$ cat src/mjt_pkg.sv
// Package for the minimum-jerk trajectory unit: payload structs, codes,
// controller/datapath command and status types, a saturating add and a halving helper.
// No dependencies.
package mjt_pkg;

  localparam int FRAC_BITS_DEF = 16;
  localparam int MAX_STEPS_DEF = 1024;
  localparam int TAU_BITS      = 30;
  localparam int IDX_W         = 11;
  localparam int STEPT_W       = 16;
  localparam int T_W           = IDX_W + STEPT_W;
  localparam int MB_W          = 48;
  localparam int TAU_W         = TAU_BITS + 1;

  localparam logic OP_PLAN = 1'b0;
  localparam logic OP_STEP = 1'b1;

  localparam logic CFG_NUM_STEPS = 1'b0;
  localparam logic CFG_STEP_TIME = 1'b1;

  localparam logic [IDX_W-1:0]   NUM_STEPS_RST = 11'd125;
  localparam logic [STEPT_W-1:0] STEP_TIME_RST = 16'd1311;

  localparam logic signed [63:0] S64_MAX = {1'b0, {63{1'b1}}};
  localparam logic signed [63:0] S64_MIN = {1'b1, {63{1'b0}}};

  typedef struct packed {
    logic               op;
    logic signed [31:0] start_pos;
    logic signed [31:0] start_vel;
    logic signed [31:0] start_acc;
    logic signed [31:0] end_pos;
    logic signed [31:0] end_vel;
    logic signed [31:0] end_acc;
  } mjt_in_t;

  typedef struct packed {
    logic signed [31:0] position;
    logic [IDX_W-1:0]   sample_index;
    logic               last;
  } mjt_out_t;

  typedef enum logic [3:0] {
    DP_NONE, DP_LOAD, DP_MUL, DP_DIV, DP_Q, DP_C3, DP_C4, DP_C5, DP_OUT
  } dp_op_t;

  typedef enum logic [2:0] {
    M_T2, M_V0, M_V1, M_A, M_B, M_HORN
  } mul_sel_t;

  typedef enum logic [3:0] {
    ST_IDLE, ST_T2, ST_V0, ST_V1, ST_A, ST_B, ST_Q, ST_C3, ST_C4, ST_C5,
    ST_DIV, ST_HORN, ST_OUT
  } state_t;

  typedef struct packed {
    dp_op_t   op;
    mul_sel_t sel;
  } cmd_t;

  typedef struct packed {
    logic in_op;
    logic active;
    logic k_over;
    logic mul_done;
    logic div_done;
    logic hidx_zero;
    logic out_free;
  } status_t;

  function automatic logic signed [63:0] sat_add(input logic signed [63:0] a,
                                                 input logic signed [63:0] b);
    logic signed [64:0] s;
    s = {a[63], a} + {b[63], b};
    if (s[64] != s[63]) return s[64] ? S64_MIN : S64_MAX;
    return s[63:0];
  endfunction

  // halve, truncating toward zero
  function automatic logic signed [63:0] half(input logic signed [63:0] x);
    logic signed [63:0] y;
    y = x + {63'd0, x[63]};
    return y >>> 1;
  endfunction

endpackage

$ cat src/mjt_ctrl.sv
// Controller state machine: sequences plan coefficient setup and sample
// evaluation through the datapath. Depends on mjt_pkg.
module mjt_ctrl (
  input  logic               clk,
  input  logic               rst,
  input  logic               in_valid,
  output logic               in_ready,
  input  mjt_pkg::status_t   status,
  output mjt_pkg::cmd_t      cmd
);
  import mjt_pkg::*;

  state_t state, state_next;

  always_ff @(posedge clk) begin
    if (rst) state <= ST_IDLE;
    else     state <= state_next;
  end

  always_comb begin
    state_next = state;
    in_ready   = 1'b0;
    cmd.op     = DP_NONE;
    cmd.sel    = M_HORN;
    case (state)
      ST_IDLE: begin
        in_ready = 1'b1;
        if (in_valid) begin
          cmd.op = DP_LOAD;
          if (status.in_op == OP_PLAN)            state_next = ST_T2;
          else if (status.active && !status.k_over) state_next = ST_DIV;
        end
      end
      ST_T2: begin
        cmd.op  = DP_MUL;
        cmd.sel = M_T2;
        if (status.mul_done) state_next = ST_V0;
      end
      ST_V0: begin
        cmd.op  = DP_MUL;
        cmd.sel = M_V0;
        if (status.mul_done) state_next = ST_V1;
      end
      ST_V1: begin
        cmd.op  = DP_MUL;
        cmd.sel = M_V1;
        if (status.mul_done) state_next = ST_A;
      end
      ST_A: begin
        cmd.op  = DP_MUL;
        cmd.sel = M_A;
        if (status.mul_done) state_next = ST_B;
      end
      ST_B: begin
        cmd.op  = DP_MUL;
        cmd.sel = M_B;
        if (status.mul_done) state_next = ST_Q;
      end
      ST_Q: begin
        cmd.op     = DP_Q;
        state_next = ST_C3;
      end
      ST_C3: begin
        cmd.op     = DP_C3;
        state_next = ST_C4;
      end
      ST_C4: begin
        cmd.op     = DP_C4;
        state_next = ST_C5;
      end
      ST_C5: begin
        cmd.op     = DP_C5;
        state_next = ST_IDLE;
      end
      ST_DIV: begin
        cmd.op = DP_DIV;
        if (status.div_done) state_next = ST_HORN;
      end
      ST_HORN: begin
        cmd.op  = DP_MUL;
        cmd.sel = M_HORN;
        if (status.mul_done && status.hidx_zero) state_next = ST_OUT;
      end
      ST_OUT: begin
        if (status.out_free) begin
          cmd.op     = DP_OUT;
          state_next = ST_IDLE;
        end
      end
      default: state_next = ST_IDLE;
    endcase
  end

endmodule

$ cat config.mk
export PLATFORM = sky130hd
export DESIGN_NAME = mjt_ctrl
export DESIGN_NICKNAME = d
export VERILOG_FILES = /design/src/mjt_pkg.sv /design/src/mjt_ctrl.sv
export SDC_FILE = /design/constraint.sdc
export NUM_CORES = 1
export LEC_CHECK = 0
export ABC_AREA = 1
export BUFFER_PORTS_ARGS = -buffer_cell sky130_fd_sc_hd__buf_2
export CORE_AREA = 4 4 41 43
export CTS_CLUSTER_DIAMETER = 100
export DETAILED_ROUTE_END_ITERATION = 16
export DIE_AREA = 0 0 45 47
export PLACE_DENSITY_LB_ADDON = 0.3
export SLEW_MARGIN = 20
export SYNTH_ARGS = -nofsm -noshare
export SYNTH_HDL_FRONTEND = slang
export SYNTH_SLANG_ARGS = --single-unit
$ cat constraint.sdc
create_clock -name clk -period 1.5 [get_ports clk]
set_input_delay 0.3 -clock clk [delete_from_list [all_inputs] [get_ports clk]]
set_output_delay 0.3 -clock clk [all_outputs]
set_load 0.005 [all_outputs]
==> flow_metrics.py, run 1 <==
metrics = {
    "worst_hold_path": {
        "min_path_type": "in -> reg",
        "whs_path_depth": 4,
    },
    "timing": {
        "fin_ws_ns": -0.0356,
        "min_period_ns": 1.54,
        "relSlewSlack_pct": 85.9,
        "holdWs_ns": 0.332,
        "final_min_period_over_clock_period_pct": 102,
        "skew_ns": 0.00133,
        "maxSlewViolCount": 0,
        "finalSetupTns_ns": -0.0356,
        "tightest_slew_ns": 0.210,
        "setup_viol": 1,
        "hold_violations": 0,
        "fmax_mhz": 651,
        "rsz0062_at_grt": "yes",
    },
    "worst_setup_path": {
        "slowest_stage": "dfxtp_4",
        "crit_arrival_ns": 1.24,
        "r2r_slack_ns": 0.08,
        "end_kind": "output port",
        "worstSetupPathType": "reg -> out",
        "cp_top_family": "flip-flops",
        "start_kind": "register",
        "ff2ff_path_depth": 11,
        "critPathRequiredTime_ns": 1.20,
        "path_depth": 8,
        "cp_common_cell": "nand2_2",
        "slowest_delay_ns": 0.39,
        "cp_cell_sequence": "inv_4, nand2_2, nand2_2, nand2_2, nand2_1, inv_1, nand3_1, buf_2",
        "cp_num_buf_inv": 3,
        "critPathMaxFanout": 6,
    },
    "status": {
        "run_status": "finished with violations",
        "violations": "setup timing",
    },
    "final_layout": {
        "nNetsFinal": 127,
        "antennaDiodeCount": 0,
        "finish.instance_area_um2": 721,
        "largestRegisters": "state x4",
        "area_growth_pct": 50.4,
        "layout-drive-gt1-share_pct": 51.3,
        "largest_reg_flops": 4,
        "top_register": "state",
    },
    "global_routing": {
        "grtUsageMet3_pct": 2.30,
        "antenna_found_initial": 0,
        "grt.met1_usage_pct": 17.4,
        "busiest_layer": "met2",
        "grt_first_pass_wirelength_um": 2240,
        "grt-ovfl-total": 0,
        "grt_max_degree": 9,
        "track_usage_pct": 14.5,
        "met2_usage_pct": 25.1,
        "grt_pass1_vias": 566,
    },
    "drt": {
        "first_pass_iters": 4,
        "post_drt_wl_per_cell_um": 11.0,
        "drc": 0,
        "drt-initial-drc-count": 11,
        "routed_wl_um": 1440,
        "via_per_inst": 4.85,
        "postRouteAntennaNets": 0,
        "via_count": 630,
    },
    "placement": {
        "io_buffers": 17,
        "gp_congestion": 0.802,
        "dp_hpwl_um": 1040,
        "place_area_um2": 578,
    },
    "yosys": {
        "synth_cell_types": 17,
        "syn_nets": 100,
        "synth_area_per_cell_um2": 5.32,
        "ys_ff_latch": 4,
        "synth.cell_area_um2": 479,
        "ys_seq_area_share_pct": 16.7,
        "yosys_warnings": 0,
        "syn_inst": 90,
    },
    "job": {
        "maxCapViolCount": 0,
    },
    "floorplan": {
        "ioPinCount": 18,
        "die_h_um": 47,
        "start_util_pct": 36.8,
        "core_area_um2": 1300,
        "std_cell_rows": 13,
        "dieArea_um2": 2120,
        "fp.dieW_um": 45,
    },
    "power": {
        "ir_drop_mv": 0.887,
        "p_leak_nw": 0.409,
        "powerDensity_nw_per_um2": 2040,
    },
    "clocking": {
        "cts_root_buf": "clkbuf_4",
        "h-tree-depth": 1,
        "clk_pin_slew_ns": 0.03,
        "cts_tree": "yes",
        "clk_latency_ns": 0.23,
        "clockBufferDepth": 2,
        "clock_sinks": 4,
        "cts_buffers": 3,
    },
}
[per-layer routing]
| metal | wire length [um] | share of wire (%) |
|---|---|---|
| met1 | 589 | 41 |
| met2 | 728 | 51 |
| met3 | 91 | 6.3 |
| met4 | 26 | 1.8 |
| met5 | 0 | 0 |
[cell usage in the layout (no fill, tap or decap)]
cell / count
nor2_4: 1
inv_4: 4
dfxtp_4: 4
o21ai_0: 3
clkinv_2: 1
inv_2: 2
buf_2: 16
a21oi_2: 1
buf_4: 6
buf_6: 1
nand2_2: 9
nor2_2: 6
o211ai_1: 1
nand2_4: 3
clkbuf_4: 3
nor3_1: 2
inv_1: 8
nand3_2: 2
nand2_1: 13
nand4_1: 1
nand3_1: 10
nor2_1: 12
a21oi_1: 6
[repair_timing]
action                                  CTS  global route
endpoints found under the setup margin    5             5
pin swaps                                 4             5
gates cloned                              0             0
gates resized for setup                  19            10
setup buffers                             5             1
hold buffers                              0             0
[tightest hold or removal path: cells and delay by family]
family | cells | cell delay, ns
buffers and inverters | 2 | 0.13
AND/OR/NAND/NOR | 2 | 0.10
[cell usage after synthesis, drive strengths merged]
master / instances / share of area, %
a21oi: 7 / 7.3
buf: 1 / 1.0
clkinv: 1 / 1.0
dfxtp: 4 / 17
inv: 14 / 11
nand2: 25 / 22
nand3: 12 / 15
nand4: 1 / 1.3
nor2: 19 / 18
nor3: 2 / 2.1
o211ai: 1 / 1.6
o21ai: 3 / 3.1
[worst paths after layout]
path | startpoint | to
worst max-delay path | state[0] | cmd[4]
worst min-delay path | rst | state[0]
worst max register to register | state[0] | state[3]
worst min register to register | state[0] | state[0]
[where the power goes]
part | switching (mW) | internal, mW | leakage [nW]
clock | 0.0422 | 0.0894 | 0.0138
combinational | 0.593 | 0.470 | 0.360
sequential | 0.107 | 0.171 | 0.0357
total | 0.742 | 0.731 | 0.409
[metrics by stage]
stage          power [mW]  util [%]  worst slack, ns  std cells
2_1_floorplan       0.814         -            0.252         90
3_3_place_gp         1.04      44.4           0.0778        121
3_5_place_dp         1.04      44.4           0.0731        121
4_1_cts              1.35      52.3          -0.0114        129
5_1_grt              1.62      55.4           -0.102        130
6_report             1.47      55.4          -0.0356        130
[kinds of logic after synthesis]
logic type,share of synthesized area [%]
buf+inv,13.1
flops,16.7
simple gates,58.2
compound gates,12.0
[area by class of cell]
class	instances	area [um^2]
clock buffer	3	22.5
sequential	4	95.1
multi-input combinational	70	380
timing repair buffer	23	136
fill	140	581
inverter	15	67.6
tap	15	18.8
No activity file was read; power rests on OpenSTA's default activity.
==> inputs of run 2 (changes only) <==
REMOVE_ABC_BUFFERS = 1   (was default)
==> run 2 against run 1 <==
Effect of this change:
- the flow still finishes with violations (setup timing)
- clock power fell by 3%
- cell area rose by 5.4%
- utilization rose by 3.0 points
- sequential cell count did not move
- first-iteration DRC count fell by 18%
- cell count did not move
- via count rose by 0.79%
- global-route usage fell by 0.59 points
- critical path depth did not move
- die area did not move
==> flow_metrics.py, run 2 (synthesis gave the netlist of run 1 again) <==
metrics = {
    "placement": {
        "pre_cts_slack_ns": 0.0458,
        "io_buffers": 17,
        "place_area_um2": 586,
        "dp_cells": 122,
        "gp_congestion": 0.843,
        "dp_hpwl_um": 1050,
    },
    "final_layout": {
        "antennaDiodeCount": 0,
        "seq_area_um2": 95.1,
        "area_growth_pct": 58.5,
        "stdcell_count": 130,
        "largest_reg_flops": 4,
        "multi_input_area_um2": 423,
        "final_cell_mix": "buf_2, nand2_1, nor2_1",
        "n_fill_cell": 151,
        "mostFrequentLayoutCell": "buf_2",
        "largestRegisters": "state x4",
        "top_register": "state",
        "finish.instance_area_um2": 759,
        "layout-drive-gt1-share_pct": 53.9,
        "nNetsFinal": 127,
    },
    "floorplan": {
        "start_util_pct": 36.8,
        "std_cell_rows": 13,
        "die_h_um": 47,
        "core_area_um2": 1300,
        "fp.dieW_um": 45,
        "ioPinCount": 18,
        "dieArea_um2": 2120,
    },
    "timing": {
        "fin_ws_ns": -0.0101,
        "holdWs_ns": 0.336,
        "hold_violations": 0,
        "skew_ns": 0.00140,
        "rsz0062_at_grt": "yes",
        "setup_viol": 2,
        "min_period_ns": 1.51,
        "final_min_period_over_clock_period_pct": 101,
        "tightest_slew_ns": 0.216,
        "fmax_mhz": 662,
        "maxSlewViolCount": 0,
        "relSlewSlack_pct": 85.5,
        "finalSetupTns_ns": -0.0168,
    },
    "worst_setup_path": {
        "cp_common_cell": "nor2_4",
        "cp_cell_sequence": "inv_4, nand2_4, nor2_4, nor2_4, nand2_2, inv_2, nand3_2, buf_2",
        "startpoint": "state[3]",
        "timing.rr.start": "state[3]",
        "end_kind": "output port",
        "start_kind": "register",
        "critPathRequiredTime_ns": 1.20,
        "slowest_stage": "dfxtp_4",
        "slowest_delay_ns": 0.40,
        "critPathMaxFanout": 6,
        "ff2ff_path_depth": 8,
        "cp_top_family": "flip-flops",
        "cp_num_buf_inv": 3,
        "path_depth": 8,
        "worstReg2RegEnd": "state[0]",
        "worstSetupPathType": "reg -> out",
        "r2r_slack_ns": 0.17,
        "crit_arrival_ns": 1.21,
    },
    "worst_hold_path": {
        "hold_end": "state[3]",
        "min_path_type": "in -> reg",
        "whs_path_depth": 4,
        "min_from": "rst",
    },
    "clocking": {
        "cts_tree": "yes",
        "cts_buffers": 3,
        "postCtsHoldBufs": 0,
        "clock_sinks": 4,
        "clockBufferDepth": 2,
        "clk_pin_slew_ns": 0.03,
        "cts_root_buf": "clkbuf_4",
        "clk_latency_ns": 0.23,
        "h-tree-depth": 1,
    },
    "drt": {
        "first_pass_iters": 4,
        "drc": 0,
        "drt-initial-drc-count": 9,
        "via_per_inst": 4.88,
        "post_drt_wl_per_cell_um": 11.4,
        "postRouteAntennaNets": 0,
        "routed_wl_um": 1480,
        "via_count": 635,
    },
    "power": {
        "ir_drop_mv": 1.05,
        "powerDensity_nw_per_um2": 1990,
        "p_leak_nw": 0.411,
    },
    "status": {
        "run_status": "finished with violations",
        "violations": "setup timing",
    },
    "global_routing": {
        "grt_max_degree": 9,
        "grt-ovfl-total": 0,
        "antenna_found_initial": 0,
        "grt_first_pass_wirelength_um": 2180,
        "grt_pass1_vias": 569,
        "track_usage_pct": 13.9,
    },
    "job": {
        "maxCapViolCount": 0,
    },
}
## run 2: cell counts in the layout (fill, tap and decap cells not counted)
No cell type changed its count.
## run 2: layout make-up
class                           count  area share [%]
Clock buffer                        3            2.97
Inverter                           15            9.23
Multi-Input combinational cell     70            55.7
Sequential cell                     4            12.5
Tap cell                           15            2.47
Timing Repair Buffer               23            17.1
## run 2: how the worst max path moves through the flow
stage                     to  slack (ns)
floorplan             cmd[4]        0.25
global placement    state[2]        0.09
detailed placement    cmd[4]        0.05
CTS                   cmd[4]       -0.03
global route          cmd[3]       -0.11
finish                cmd[4]       -0.01
## run 2: routing by layer
layer,vias to the layer above,global-route usage [%],wire (um)
li1,338,-,-
met1,279,16.1,620
met2,16,24.0,772
met3,2,1.92,80
met4,0,8.77,9
met5,-,0,0
## run 2: worst min-delay path, delay by kind of cell
family                 cells  cell delay, ns
AND/OR/NAND/NOR            2            0.10
buffers and inverters      2            0.13
## run 2: metrics by stage
stage	total power, mW	utilization [%]
final	1.51	58.4
after global routing	1.67	58.4
after CTS	1.26	49.6
after detailed placement	1.06	45.0
after global placement	1.05	45.0
after floorplan	0.807	-
## run 2: what timing repair did
action / 4_1_cts / 5_1_grt
gates resized for setup: 12 / 26
setup endpoints to repair: 5 / 5
pin swaps: 1 / 3
buffers inserted: 2 / 3
## run 2: power breakdown
part | internal (mW) | switching [mW]
clock | 0.0891 | 0.0386
combinational | 0.461 | 0.638
sequential | 0.172 | 0.111
total | 0.721 | 0.787
==> inputs of run 3 (changes only) <==
CORE_AREA = 3 3 40 42   (was 4 4 41 43)
DIE_AREA = 0 0 43 45   (was 0 0 45 47)
==> run 3 against run 2 <==
Effect of this change:
- the flow still finishes with violations (setup timing)
- cell area is 6.8% lower
- power shrank 7.6%
- utilization fell by 3.3 points
- register-to-register slack improved by 0.03 ns
- maximum frequency down 2.8%
- highest routed layer is now met3
==> flow_metrics.py, run 3 (synthesis gave the netlist of run 1 again) <==
metrics = {
    "timing": {
        "final_min_period_over_clock_period_pct": 104,
        "maxSlewViolCount": 0,
        "rsz0062_at_grt": "yes",
        "fmax_mhz": 644,
        "relSlewSlack_pct": 86.7,
        "min_period_ns": 1.55,
        "fin_ws_ns": -0.0539,
        "tightest_slew_ns": 0.199,
        "setup_viol": 4,
        "hold_violations": 0,
        "skew_ns": 0.00385,
    },
    "worst_setup_path": {
        "start_kind": "register",
        "critPathRequiredTime_ns": 1.20,
        "slowest_stage": "dfxtp_4",
        "end_kind": "output port",
        "cp_cell_sequence": "inv_4, nand2_4, nor2_2, nor2_2, nand2_1, inv_1, nand3_1, buf_2",
        "crit_arrival_ns": 1.25,
        "ff2ff_path_depth": 9,
        "critPathMaxFanout": 7,
        "slowest_delay_ns": 0.41,
        "worstSetupPathType": "reg -> out",
        "cp_common_cell": "nor2_2",
    },
    "global_routing": {
        "grt_pass1_vias": 569,
        "grt_max_degree": 9,
        "grt.met1_usage_pct": 19.5,
        "grt_first_pass_wirelength_um": 2300,
        "grtUsageMet3_pct": 3.19,
        "grt-ovfl-total": 0,
        "met2_usage_pct": 27.2,
        "busiest_layer": "met2",
        "track_usage_pct": 15.5,
        "antenna_found_initial": 0,
    },
    "worst_hold_path": {
        "whs_path_depth": 4,
        "min_path_type": "in -> reg",
    },
    "power": {
        "pwr-share-seq_pct": 19.3,
        "power.share.clock_pct": 9.2,
        "powerDensity_nw_per_um2": 1970,
        "ir_drop_mv": 0.897,
        "intPower_mw": 0.684,
        "switching_power_mw": 0.710,
        "p_comb_share_pct": 71.5,
        "switching_share_pct": 50.9,
        "p_leak_nw": 0.404,
    },
    "status": {
        "run_status": "finished with violations",
        "violations": "setup timing",
    },
    "clocking": {
        "clock_sinks": 4,
        "cts_buffers": 3,
        "clockBufferDepth": 2,
        "cts_tree": "yes",
        "h-tree-depth": 1,
        "clk_latency_ns": 0.23,
        "cts_root_buf": "clkbuf_4",
        "clk_pin_slew_ns": 0.04,
    },
    "final_layout": {
        "final_cell_mix": "buf_2, nand2_1, nor2_1",
        "nNetsFinal": 128,
        "largest_reg_flops": 4,
        "area_growth_pct": 47.8,
        "n_fill_cell": 139,
        "largestRegisters": "state x4",
        "stdcell_count": 131,
        "antennaDiodeCount": 0,
        "layout-drive-gt1-share_pct": 48.3,
        "postLayoutCoreUtil_pct": 55.1,
        "top_register": "state",
        "mostFrequentLayoutCell": "buf_2",
    },
    "floorplan": {
        "std_cell_rows": 13,
        "start_util_pct": 37.3,
        "ioPinCount": 18,
        "die_h_um": 45,
        "core_area_um2": 1280,
        "fp.dieW_um": 43,
        "dieArea_um2": 1940,
    },
    "placement": {
        "gp_congestion": 0.779,
        "io_buffers": 17,
        "dp_hpwl_um": 1050,
        "pre_cts_slack_ns": 0.0536,
        "dp_cells": 121,
    },
    "drt": {
        "first_pass_iters": 4,
        "postRouteAntennaNets": 0,
        "post_drt_wl_per_cell_um": 11.3,
        "via_count": 644,
        "drc": 0,
        "routed_wl_um": 1480,
        "drt-initial-drc-count": 20,
        "via_per_inst": 4.92,
    },
    "job": {
        "maxCapViolCount": 0,
    },
}
## run 3: metrics by stage
step / power [mW] / TNS [ns] / instance area [um^2] / hold slack [ns]
5_1_grt: 1.53 / -0.380 / 708 / 0.376
2_1_floorplan: 0.807 / 0 / 474 / 0.479
4_1_cts: 1.26 / -0.0589 / 646 / 0.332
6_report: 1.39 / -0.0849 / 708 / 0.339
3_5_place_dp: 1.04 / 0 / 578 / 0.589
3_3_place_gp: 1.04 / 0 / 578 / 0.580
## run 3: critical path: cells and delay by family, from the launching register on
kind | cells | cell delay, ns
and+or+nand+nor | 5 | 0.36
buffers and inverters | 3 | 0.25
DFF | 1 | 0.41
## run 3: cell type report
class	count	area (um^2)	share of cell area (%)
multi-input combinational	70	372	52.5
tap	15	18.8	2.65
clock buffer	3	22.5	3.18
sequential	4	95.1	13.4
inverter	15	62.6	8.83
timing repair buffer	24	138	19.4
## run 3: layer usage
metal	up-vias	part of all wire (%)
met4	0	0
met2	22	50
met3	0	6.8
met5	-	0
met1	281	43
li1	341	-
## run 3: timing repair
item / 4_1_cts / 5_1_grt
setup buffers: 3 / 4
endpoints found under the setup margin: 5 / 4
pin swaps: 2 / 3
resized for setup: 12 / 10
hold buffers: 0 / 0
## run 3: worst paths after layout
kind             from  endpoint  slack, ns
max          state[3]    cmd[4]      -0.05
min               rst  state[1]       0.34
max reg2reg  state[2]  state[3]       0.20
min reg2reg  state[2]  state[2]       0.57
## run 3: power by group through the flow
stage                     sequential, mW  clock, mW  combinational, mW
after floorplan                    0.209          0              0.598
after global placement             0.221          0              0.817
after detailed placement           0.228          0              0.812
after CTS                          0.250      0.136              0.877
after global routing               0.272      0.135               1.13
final                              0.270      0.128              0.996
